`config.mk`:
```
export PLATFORM = sky130hd
export DESIGN_NAME = telemetry_frame_builder
export DESIGN_NICKNAME = d
export VERILOG_FILES = /design/src/hw/rtl/tfb_pkg.sv /design/src/hw/rtl/telemetry_frame_builder.sv /design/src/hw/rtl/tfb_front.sv /design/src/hw/rtl/tfb_queue.sv /design/src/hw/rtl/tfb_back.sv
export SDC_FILE = /design/constraint.sdc
export NUM_CORES = 1
export LEC_CHECK = 0
export ABC_AREA = 1
export BUFFER_PORTS_ARGS = -buffer_cell sky130_fd_sc_hd__buf_2
export CAP_MARGIN = 10
export CORE_ASPECT_RATIO = 1.5
export CORE_MARGIN = 2
export CORE_UTILIZATION = 50
export DETAILED_ROUTE_END_ITERATION = 6
export HOLD_SLACK_MARGIN = 0.1
export MAX_ROUTING_LAYER = met4
export PLACE_DENSITY_LB_ADDON = 0.05
export SETUP_SLACK_MARGIN = 0.15
export SYNTH_ARGS = -nofsm -noshare
export SYNTH_HDL_FRONTEND = slang
export SYNTH_SLANG_ARGS = --single-unit
```
`constraint.sdc`:
```
create_clock -name clk -period 7.7 [get_ports clk]
set_input_delay 0.385 -clock clk [delete_from_list [all_inputs] [get_ports clk]]
set_output_delay 0.385 -clock clk [all_outputs]
set_load 0.05 [all_outputs]
```
`src/hw/rtl/tfb_pkg.sv`:
```
`default_nettype none
// ----------------------------------------------------------------------------
// tfb_pkg
// Shared types and constants of the telemetry frame builder.
// ----------------------------------------------------------------------------
package tfb_pkg;

	localparam logic [7:0] SYNC_BYTE  = 8'hAA;
	localparam logic [7:0] DEST_RESET = 8'hFF;
	localparam int unsigned QUEUE_DEPTH = 2;

	// one classified input word, handed from front to back
	typedef struct packed {
		logic       opens;
		logic       closes;
		logic [7:0] dest;
		logic [7:0] fc;
		logic [7:0] len;
		logic [7:0] data;
	} tfb_entry_t;

	// position of the back end within the current entry
	typedef enum logic [2:0] {
		PH_START,
		PH_DEST,
		PH_FC,
		PH_LEN,
		PH_DATA,
		PH_SUM,
		PH_ADD
	} tfb_phase_t;

endpackage
`default_nettype wire

```
`src/hw/rtl/telemetry_frame_builder.sv`:
```
`default_nettype none
// ----------------------------------------------------------------------------
// telemetry_frame_builder
// Frames a payload byte stream with header and sum checks.
// ----------------------------------------------------------------------------
// Each input word carries one payload byte; the word that opens a frame also
// carries the function code and payload length (zero counts as one). The
// block emits sync 0xAA, dest_address, function code and length ahead of the
// first payload byte, passes later payload bytes through, and closes the frame
// with the sum check and the additional check byte (frame_end set). run_last
// marks the last byte caused by each input word. The back end emits one byte
// per cycle unless out_stall is set: a payload word inside a frame gives one
// byte, a word opening a frame five, a word closing it three, a one-byte frame
// seven; a two-entry queue lets the front keep accepting while the back works.
// dest_address is written through cfg_we/cfg_wdata and resets to 0xFF.
module telemetry_frame_builder import tfb_pkg::*; (
	input  wire logic       clk,
	input  wire logic       arst_n,
	input  wire logic       cfg_we,
	input  wire logic [7:0] cfg_wdata,
	input  wire logic       in_valid,
	output logic            in_stall,
	input  wire logic [7:0] function_code,
	input  wire logic [7:0] payload_length,
	input  wire logic [7:0] data_byte,
	output logic            out_valid,
	input  wire logic       out_stall,
	output logic [7:0]      out_byte,
	output logic            frame_end,
	output logic            run_last
);

	tfb_entry_t push_entry;
	tfb_entry_t head;
	logic       push;
	logic       pop;
	logic       full;
	logic       empty;

	tfb_front u_front (
		.clk            (clk),
		.arst_n         (arst_n),
		.cfg_we         (cfg_we),
		.cfg_wdata      (cfg_wdata),
		.in_valid       (in_valid),
		.in_stall       (in_stall),
		.function_code  (function_code),
		.payload_length (payload_length),
		.data_byte      (data_byte),
		.q_full         (full),
		.q_push         (push),
		.q_entry        (push_entry)
	);

	tfb_queue u_queue (
		.clk        (clk),
		.arst_n     (arst_n),
		.push       (push),
		.push_entry (push_entry),
		.full       (full),
		.pop        (pop),
		.empty      (empty),
		.head       (head)
	);

	tfb_back u_back (
		.clk       (clk),
		.arst_n    (arst_n),
		.q_empty   (empty),
		.q_head    (head),
		.q_pop     (pop),
		.out_valid (out_valid),
		.out_stall (out_stall),
		.out_byte  (out_byte),
		.frame_end (frame_end),
		.run_last  (run_last)
	);

endmodule
`default_nettype wire

```
`src/hw/rtl/tfb_front.sv`:
```
`default_nettype none
// ----------------------------------------------------------------------------
// tfb_front
// Accepts input words, tracks frame boundaries and classifies each word.
// ----------------------------------------------------------------------------
module tfb_front import tfb_pkg::*; (
	input  wire logic       clk,
	input  wire logic       arst_n,
	input  wire logic       cfg_we,
	input  wire logic [7:0] cfg_wdata,
	input  wire logic       in_valid,
	output logic            in_stall,
	input  wire logic [7:0] function_code,
	input  wire logic [7:0] payload_length,
	input  wire logic [7:0] data_byte,
	input  wire logic       q_full,
	output logic            q_push,
	output tfb_entry_t      q_entry
);

	logic       open_q;
	logic [7:0] left_q;
	logic [7:0] dest_q;
	logic [7:0] len_eff;
	logic       closes;

	// treat a zero length as one
	assign len_eff  = (payload_length == 8'd0) ? 8'd1 : payload_length;
	assign closes   = open_q ? (left_q == 8'd1) : (len_eff == 8'd1);
	assign in_stall = q_full;
	assign q_push   = in_valid && !q_full;

	// build the queue entry
	always_comb begin
		q_entry.opens  = !open_q;
		q_entry.closes = closes;
		q_entry.dest   = dest_q;
		q_entry.fc     = function_code;
		q_entry.len    = len_eff;
		q_entry.data   = data_byte;
	end

	// hold the destination address
	always_ff @(posedge clk or negedge arst_n) begin
		if (!arst_n) begin
			dest_q <= DEST_RESET;
		end else if (cfg_we) begin
			dest_q <= cfg_wdata;
		end
	end

	// advance frame tracking on each accepted word
	always_ff @(posedge clk or negedge arst_n) begin
		if (!arst_n) begin
			open_q <= 1'b0;
			left_q <= 8'd0;
		end else if (q_push) begin
			open_q <= !closes;
			if (!open_q) begin
				left_q <= len_eff - 8'd1;
			end else begin
				left_q <= left_q - 8'd1;
			end
		end
	end

endmodule
`default_nettype wire

```
`src/hw/rtl/tfb_queue.sv`:
```
`default_nettype none
// ----------------------------------------------------------------------------
// tfb_queue
// Short queue of classified words between front and back.
// ----------------------------------------------------------------------------
module tfb_queue import tfb_pkg::*; (
	input  wire logic  clk,
	input  wire logic  arst_n,
	input  wire logic  push,
	input  tfb_entry_t push_entry,
	output logic       full,
	input  wire logic  pop,
	output logic       empty,
	output tfb_entry_t head
);

	localparam int unsigned PW = $clog2(QUEUE_DEPTH);

	tfb_entry_t          mem_q [QUEUE_DEPTH];
	logic [PW-1:0]       wr_q;
	logic [PW-1:0]       rd_q;
	logic [PW:0]         cnt_q;

	assign full  = (cnt_q == (PW+1)'(QUEUE_DEPTH));
	assign empty = (cnt_q == '0);
	assign head  = mem_q[rd_q];

	// store pushed words
	always_ff @(posedge clk) begin
		if (push) begin
			mem_q[wr_q] <= push_entry;
		end
	end

	// advance pointers and count
	always_ff @(posedge clk or negedge arst_n) begin
		if (!arst_n) begin
			wr_q  <= '0;
			rd_q  <= '0;
			cnt_q <= '0;
		end else begin
			if (push) begin
				wr_q <= (wr_q == PW'(QUEUE_DEPTH - 1)) ? '0 : wr_q + PW'(1);
			end
			if (pop) begin
				rd_q <= (rd_q == PW'(QUEUE_DEPTH - 1)) ? '0 : rd_q + PW'(1);
			end
			case ({push, pop})
				2'b10:   cnt_q <= cnt_q + (PW+1)'(1);
				2'b01:   cnt_q <= cnt_q - (PW+1)'(1);
				default: cnt_q <= cnt_q;
			endcase
		end
	end

endmodule
`default_nettype wire

```
`src/hw/rtl/tfb_back.sv`:
```
`default_nettype none
// ----------------------------------------------------------------------------
// tfb_back
// Serializes queued words into frame bytes and runs the two check sums.
// ----------------------------------------------------------------------------
module tfb_back import tfb_pkg::*; (
	input  wire logic  clk,
	input  wire logic  arst_n,
	input  wire logic  q_empty,
	input  tfb_entry_t q_head,
	output logic       q_pop,
	output logic       out_valid,
	input  wire logic  out_stall,
	output logic [7:0] out_byte,
	output logic       frame_end,
	output logic       run_last
);

	tfb_phase_t phase_q;
	tfb_phase_t phase_nx;
	tfb_phase_t cur_ph;
	logic       load;
	logic       is_sync;
	logic       checked;
	logic       done;
	logic [7:0] byte_nx;
	logic       end_nx;
	logic [7:0] sum_q;
	logic [7:0] add_q;
	logic [7:0] sum_nx;
	logic       out_valid_q;
	logic [7:0] out_byte_q;
	logic       frame_end_q;
	logic       run_last_q;

	assign load  = !q_empty && (!out_valid_q || !out_stall);
	assign q_pop = load && done;

	// next state
	always_comb begin
		phase_nx = phase_q;
		if (load) begin
			case (cur_ph)
				PH_START: phase_nx = PH_DEST;
				PH_DEST:  phase_nx = PH_FC;
				PH_FC:    phase_nx = PH_LEN;
				PH_LEN:   phase_nx = PH_DATA;
				PH_DATA:  phase_nx = q_head.closes ? PH_SUM : PH_START;
				PH_SUM:   phase_nx = PH_ADD;
				PH_ADD:   phase_nx = PH_START;
				default:  phase_nx = PH_START;
			endcase
		end
	end

	// outputs of the current position
	always_comb begin
		// a word that does not open a frame starts at its payload byte
		cur_ph  = (phase_q == PH_START && !q_head.opens) ? PH_DATA : phase_q;
		is_sync = 1'b0;
		checked = 1'b1;
		done    = 1'b0;
		end_nx  = 1'b0;
		case (cur_ph)
			PH_START: begin
				byte_nx = SYNC_BYTE;
				is_sync = 1'b1;
			end
			PH_DEST:  byte_nx = q_head.dest;
			PH_FC:    byte_nx = q_head.fc;
			PH_LEN:   byte_nx = q_head.len;
			PH_DATA: begin
				byte_nx = q_head.data;
				done    = !q_head.closes;
			end
			PH_SUM: begin
				byte_nx = sum_q;
				checked = 1'b0;
			end
			PH_ADD: begin
				byte_nx = add_q;
				checked = 1'b0;
				done    = 1'b1;
				end_nx  = 1'b1;
			end
			default: byte_nx = '0;
		endcase
	end

	// running sums restart at the sync byte
	assign sum_nx = is_sync ? byte_nx : sum_q + byte_nx;

	always_ff @(posedge clk or negedge arst_n) begin
		if (!arst_n) begin
			phase_q <= PH_START;
			sum_q   <= '0;
			add_q   <= '0;
		end else begin
			phase_q <= phase_nx;
			if (load && checked) begin
				sum_q <= sum_nx;
				add_q <= is_sync ? sum_nx : add_q + sum_nx;
			end
		end
	end

	// output register
	always_ff @(posedge clk or negedge arst_n) begin
		if (!arst_n) begin
			out_valid_q <= 1'b0;
		end else if (!out_valid_q || !out_stall) begin
			out_valid_q <= !q_empty;
		end
	end

	always_ff @(posedge clk) begin
		if (load) begin
			out_byte_q  <= byte_nx;
			frame_end_q <= end_nx;
			run_last_q  <= done;
		end
	end

	assign out_valid = out_valid_q;
	assign out_byte  = out_byte_q;
	assign frame_end = frame_end_q;
	assign run_last  = run_last_q;

endmodule
`default_nettype wire

```
Word level (Yosys, flattened, before mapping)
Memory sizes are Yosys's and may differ from the RTL's.
Index checks and enable logic that the tools add are counted.
{ "classes": {"addsub": 8, "eq_ne": 11, "muxes": 18, "reduce_logical": 20} }
{ "op_table": {"columns": ["op", "n"], "rows": [
  ["one-hot mux 8 bit (7 select lines)", 1],
  ["2-to-1 mux 8 bit", 4],
  ["one-hot mux 3 bit (6 select lines)", 1],
  ["adder 8 bit", 2],
  ["equality test 8 x 1 -> 1 bit, second input constant", 2],
  ["subtractor 8 x 1 -> 8 bit, second input constant", 2],
  ["equality test 3 bit, second input constant", 3],
  ["zero test 1 bit", 8],
  ["zero test 8 bit", 1],
  ["2-to-1 mux 1 bit", 8],
  ["equality test 3 x 2 -> 1 bit, second input constant", 2],
  ["zero test 3 bit", 2],
  ["2-to-1 mux 3 bit", 2],
  ["logical AND 1 bit", 5],
  ["equality test 2 bit, second input constant", 2],
  ["one-hot mux 2 bit (2 select lines)", 1],
  ["equality test 3 x 1 -> 1 bit, second input constant", 1],
  ["adder 1 bit, second input constant", 2],
  ["adder 2 x 1 -> 2 bit, second input constant", 1],
  ["equality test 2 x 1 -> 1 bit, second input constant", 1],
  ["zero test 2 bit", 1],
  ["one-hot mux 1 bit (2 select lines)", 1],
  ["nonzero test 2 bit", 1],
  ["OR reduction 2 bit", 1],
  ["2 further kinds", 2]
]} }
{ "word_totals": {"reg_bits": 51, "ram_bits": 68, "inputBits": 37, "out_inout_bits": 12, "elab_cells": 71, "memories": 1} }
{ "memory_table": {"columns": ["name", "words", "width", "read_ports", "rd_clocked_by_memory_dff", "wr", "line_no", "rtl"], "rows": [
  ["u_queue.mem_q", 2, 34, 1, 0, 1, "tfb_queue.sv:19", "tfb_entry_t mem_q [QUEUE_DEPTH];"]
]} }

Logic depth before layout (Yosys ltp)
An unclocked memory read counts as a cell.
{ "depth": {"word_depth": 10, "depth_mapped": 31, "ltp_nobuf": 30} }

Cells and area by module
Synthesis repeated with hierarchy kept, for this count alone.
{ "hier_totals": {"cells_unflattened": 642, "area_unflattened_um2": 6143.4} }
{ "by_module_without_submodules": {"columns": ["module", "n_inst", "cells_each", "area_per_inst_um2", "seq_area_each_um2"], "rows": [
  ["tfb_queue", 1, 202, 2767.7, 2142.1],
  ["tfb_back", 1, 272, 2103.3, 800.8],
  ["tfb_front", 1, 168, 1272.5, 435.4]
]} }

Least setup slack after synthesis
No wires, ideal clock.
{ "synth_path": {"path_kind": "register to register", "startpoint": "reg u_queue.rd_q", "endpoint": "reg u_back.add_q[7]", "setup_ns": 0.117, "arrival_ns": 3.359, "required_time_ns": 7.583, "slack_ns": 4.224, "path_stages_with_launch": 29, "path_buffers": 3, "synth_period_minus_slack_ns": 3.476, "path_cell_list": "dfrtp_1 buf_2 inv_1 buf_2 buf_2 nand2_1 nand2_1 a22oi_1 nand4_1 ha_1 fa_1 nand3_1 nand2_1 nand2_1 nand2_1 nand2_1 nand2_1 xor2_1 nor2_1 nor2_1 ha_1 inv_1 o21bai_1 a21oi_1 nand3_1 nand4_1 nand2_1 nand2_1 nand2_1"} }
{ "synth_via": {"elab_chain_len": 10, "word_cells_on_any_way": 20, "classes_between": "add/sub: 2; eq/ne: 6; mux: 6; reduce/logical: 5; memory: 1"} }
{ "synth_rtl": {"columns": ["item", "line_no", "rtl"], "rows": [
  ["start: declaration", "tfb_queue.sv:21", "logic [PW-1:0] rd_q;"],
  ["start signal: assignment", "tfb_queue.sv:46", "rd_q <= (rd_q == PW'(QUEUE_DEPTH - 1)) ? '0 : rd_q + PW'(1);"],
  ["memory read (2 x 34 bit) (*)", null, null],
  ["zero test 1 bit", "tfb_back.sv:59", "cur_ph = (phase_q == PH_START && !q_head.opens) ? PH_DATA : phase_q;"],
  ["logical AND 1 bit", "tfb_back.sv:59", null],
  ["2-to-1 mux 3 bit", "tfb_back.sv:59", null],
  ["equality test 3 bit (tied with other cells)", "tfb_back.sv:64", "case (cur_ph)"],
  ["one-hot mux 8 bit (7 select lines) (*)", "tfb_back.sv:64", null],
  ["net u_back.byte_nx[0]", "tfb_back.sv:26", "logic [7:0] byte_nx;"],
  ["adder 8 bit (*)", "tfb_back.sv:91", "assign sum_nx = is_sync ? byte_nx : sum_q + byte_nx;"],
  ["2-to-1 mux 8 bit (*)", "tfb_back.sv:91", null],
  ["net u_back.sum_nx[6]", "tfb_back.sv:30", "logic [7:0] sum_nx;"],
  ["adder 8 bit (*)", "tfb_back.sv:102", "add_q <= is_sync ? sum_nx : add_q + sum_nx;"],
  ["2-to-1 mux 8 bit (*)", "tfb_back.sv:102", null],
  ["end signal: assignment", "tfb_back.sv:102", null],
  ["end: declaration", "tfb_back.sv:29", "logic [7:0] add_q;"]
]} }
Mark *: on every way through the listed nets, which the timed path passes. The rest lies on a longest branch.
A chain may end at the register's enable or synchronous reset.

Worst setup path in the final report
Ends and elaborated chain as after synthesis.

==> metrics <==
status=completed; Rows=48; Setup Total Neg Slack=0 ns; routed metal-1 wirelength=5.41 mm; CTS root buf=clkbuf_16; FMAX=0.223 GHz; Iteration-0 DRC Markers=283; worst reg2reg setup slack=3.21 ns; Worst Hold Class=in2reg; Tcrit/Tclk final=58.3%; hold path startpoint=data_byte[1]; GRT Total Usage=23.6%; Yosys top cell by area=edfxtp_1; gr ovfl total=0; # DRC=0; ranking of synthesized cells by area=edfxtp_1 (40%), dfrtp_1 (14%), nand2_1 (11%), ha_1 (4.3%), inv_1 (3.7%); max incr delay on CP=0.70 ns; TritonCTS Buffers=17; io pins=49; Worst EP arrival=4.79 ns; share of layout cells above drive strength 1=18.2%; Fillers=1002; share of the synthesized area in the top cell type=40.3%; # Post-CTS Setup Buffers=0; Worst R2R Start=u_queue.rd_q; slowest stage cell, crit path=inv_1; global placement routability congestion=0.893; sequential area share after synthesis=58.2%; CTS Sinks=119; Initial DRT Pass Iterations=7; initial antenna violation count=0; Post-Synthesis Cell Area=5810 µm²; die footprint=12500 µm²; core area=11400 µm²; met2 wire len=7.17 mm; commonest non-fill, non-tap cell in the layout=nand2_1; number of I/O port buffers=48; Setup crit start kind=flop; Initial Util=50.9%; min Tclk post-route=4.49 ns; most frequent cells in the layout=nand2_1 (164), edfxtp_1 (78), inv_1 (58), buf_2 (48), dfrtp_1 (33); CTS tree=built; first-pass GRT wire length=21.6 mm; fin nets=693; fin. max-slew vios=0; kind of critical path=reg2reg; die height=136 µm; CP Capture Type=flop; Worst Path Required=8.00 ns; Fin Hold WS=0.159 ns; final wirelength=13.2 mm; Synth Area per Inst=9.93 µm²; Cells after Synth=585; Synthesized Nets=644; max-slew headroom at the worst pin=28.7%; P&R area growth vs syn=16.9%; CP dominant cell by count=nand2_1; final clock skew=0.0124 ns; Clk pin slew, worst setup/hold paths=0.06 ns; Max FO, Critical Path=31; unrepaired setup endpoints after global routing=false; antenna cells=0; drt via density=5.31; Final WS setup=3.21 ns; highest routed layer=met4; FF+latch count, synth=119; Final setup viols=0; Max-Cap Viols=0; number of global-route vias before repair=4389; Clock Tree Buf Depth=2; post-DR wirelength/cell=16.6 µm; Met3 Wirelength=337 µm; DR vias=4232; Post-Place Setup Slack=3.24 ns; HPWL Detailed=9.56 mm; Slew @ Worst Pin=1.06 ns; Final ANT Viol Nets=0; die width=92.0 µm; Clock Latency Late Sink=0.41 ns; H-tree level count=4; largest net degree at the start of global routing=42; post-synth cell types=44; Hold Violations, Final=0; start point of the critical path=u_queue.rd_q; Warnings, synthesis=0
repair_timing:
action	in CTS	in global routing
hold buffers	1	0
gates resized for setup	0	0
hold endpoints to repair	33	0
final timing paths:
check,end,cells after the start
worst max-delay path,u_back.add_q[7],29
worst min-delay path,u_queue.mem_q[1][1],1
worst max register to register,u_back.add_q[7],29
worst min register to register,u_front.left_q[7],2
max in group asynchronous,u_back.phase_q[0],3
min in group asynchronous,u_back.add_q[1],3
synth_stat cells (all sizes together):
| master | count |
|---|---|
| dfrtp | 33 |
| clkinv | 1 |
| nand4 | 12 |
| o2111ai | 2 |
| o41ai | 1 |
| a22oi | 5 |
| nor3 | 5 |
| mux2i | 3 |
| a32o | 1 |
| o21bai | 1 |
| dfstp | 8 |
| nor4 | 2 |
| o211ai | 4 |
| nand2 | 164 |
| clkbuf | 13 |
| inv | 62 |
| ha | 20 |
| o21ai | 32 |
| nor2 | 29 |
| buf | 9 |
| mux2 | 8 |
| xnor2 | 4 |
| xor2 | 7 |
| nor3b | 1 |
| a31oi | 7 |
| a21boi | 1 |
| nand3 | 30 |
| nand3b | 1 |
| a221oi | 2 |
| edfxtp | 78 |
| or2 | 7 |
| a21oi | 25 |
| fa | 2 |
| o22ai | 4 |
| o31ai | 1 |
routing by layer:
layer / global-route usage [%] / vias up
li1: - / 2097
met1: 25.5 / 2030
met2: 41.7 / 82
met3: 4.99 / 23
met4: 10.7 / 0
met5: - / -
area by class of cell:
type                       count  area, µm²  share of cell area (%)
clock buffer                  18        450                    6.63
clock inverter                14        149                    2.19
inverter                      63        236                    3.48
multi-input combinational    381       2110                    31.1
sequential                   119       3380                    49.8
tap                          150        188                    2.76
timing repair buffer          52        273                    4.02
critical path, delay by kind of cell, from the launching register on:
family	cells	cell delay [ns]
muxes	1	0.10
and+or+nand+nor	17	1.47
xor gates and xnor gates	1	0.15
DFF	1	0.37
AOI/OAI and AO/OA	4	0.58
adders and majority gates	2	0.69
buffers and inverters	4	1.00
flip-flops by register name, indices dropped and copies added, names as in the netlist, 2 cells and up:
name,count
u_front.dest_q,8
u_back.add_q,8
u_back.phase_q,3
u_queue.cnt_q,2
u_back.sum_q,8
u_back.out_byte,8
u_queue.mem_q,68
u_front.left_q,8
kinds of logic after synthesis:
kind of cell / after synthesis / share of synthesized area [%]
AO/OA/AOI/OAI: 86 / 8.70
XOR/XNOR: 11 / 1.66
adder cells (fa/ha/maj): 22 / 5.00
buffers and inverters: 85 / 5.71
flip-flops: 119 / 58.2
multiplexers: 11 / 2.07
AND/OR/NAND/NOR: 251 / 18.7
metrics by stage:
stage | std cells | utilization [%] | cell area [µm²]
after floorplan | 585 | - | 5810
after global placement | 764 | 54.2 | 6180
after detailed placement | 764 | 54.2 | 6180
final | 797 | 59.5 | 6790
after CTS | 797 | 59.5 | 6790
after global routing | 797 | 59.5 | 6790
Power is left out: the tool's default activity adds up to more than one toggle a clock period on the data nets, which glitch-free logic cannot reach.
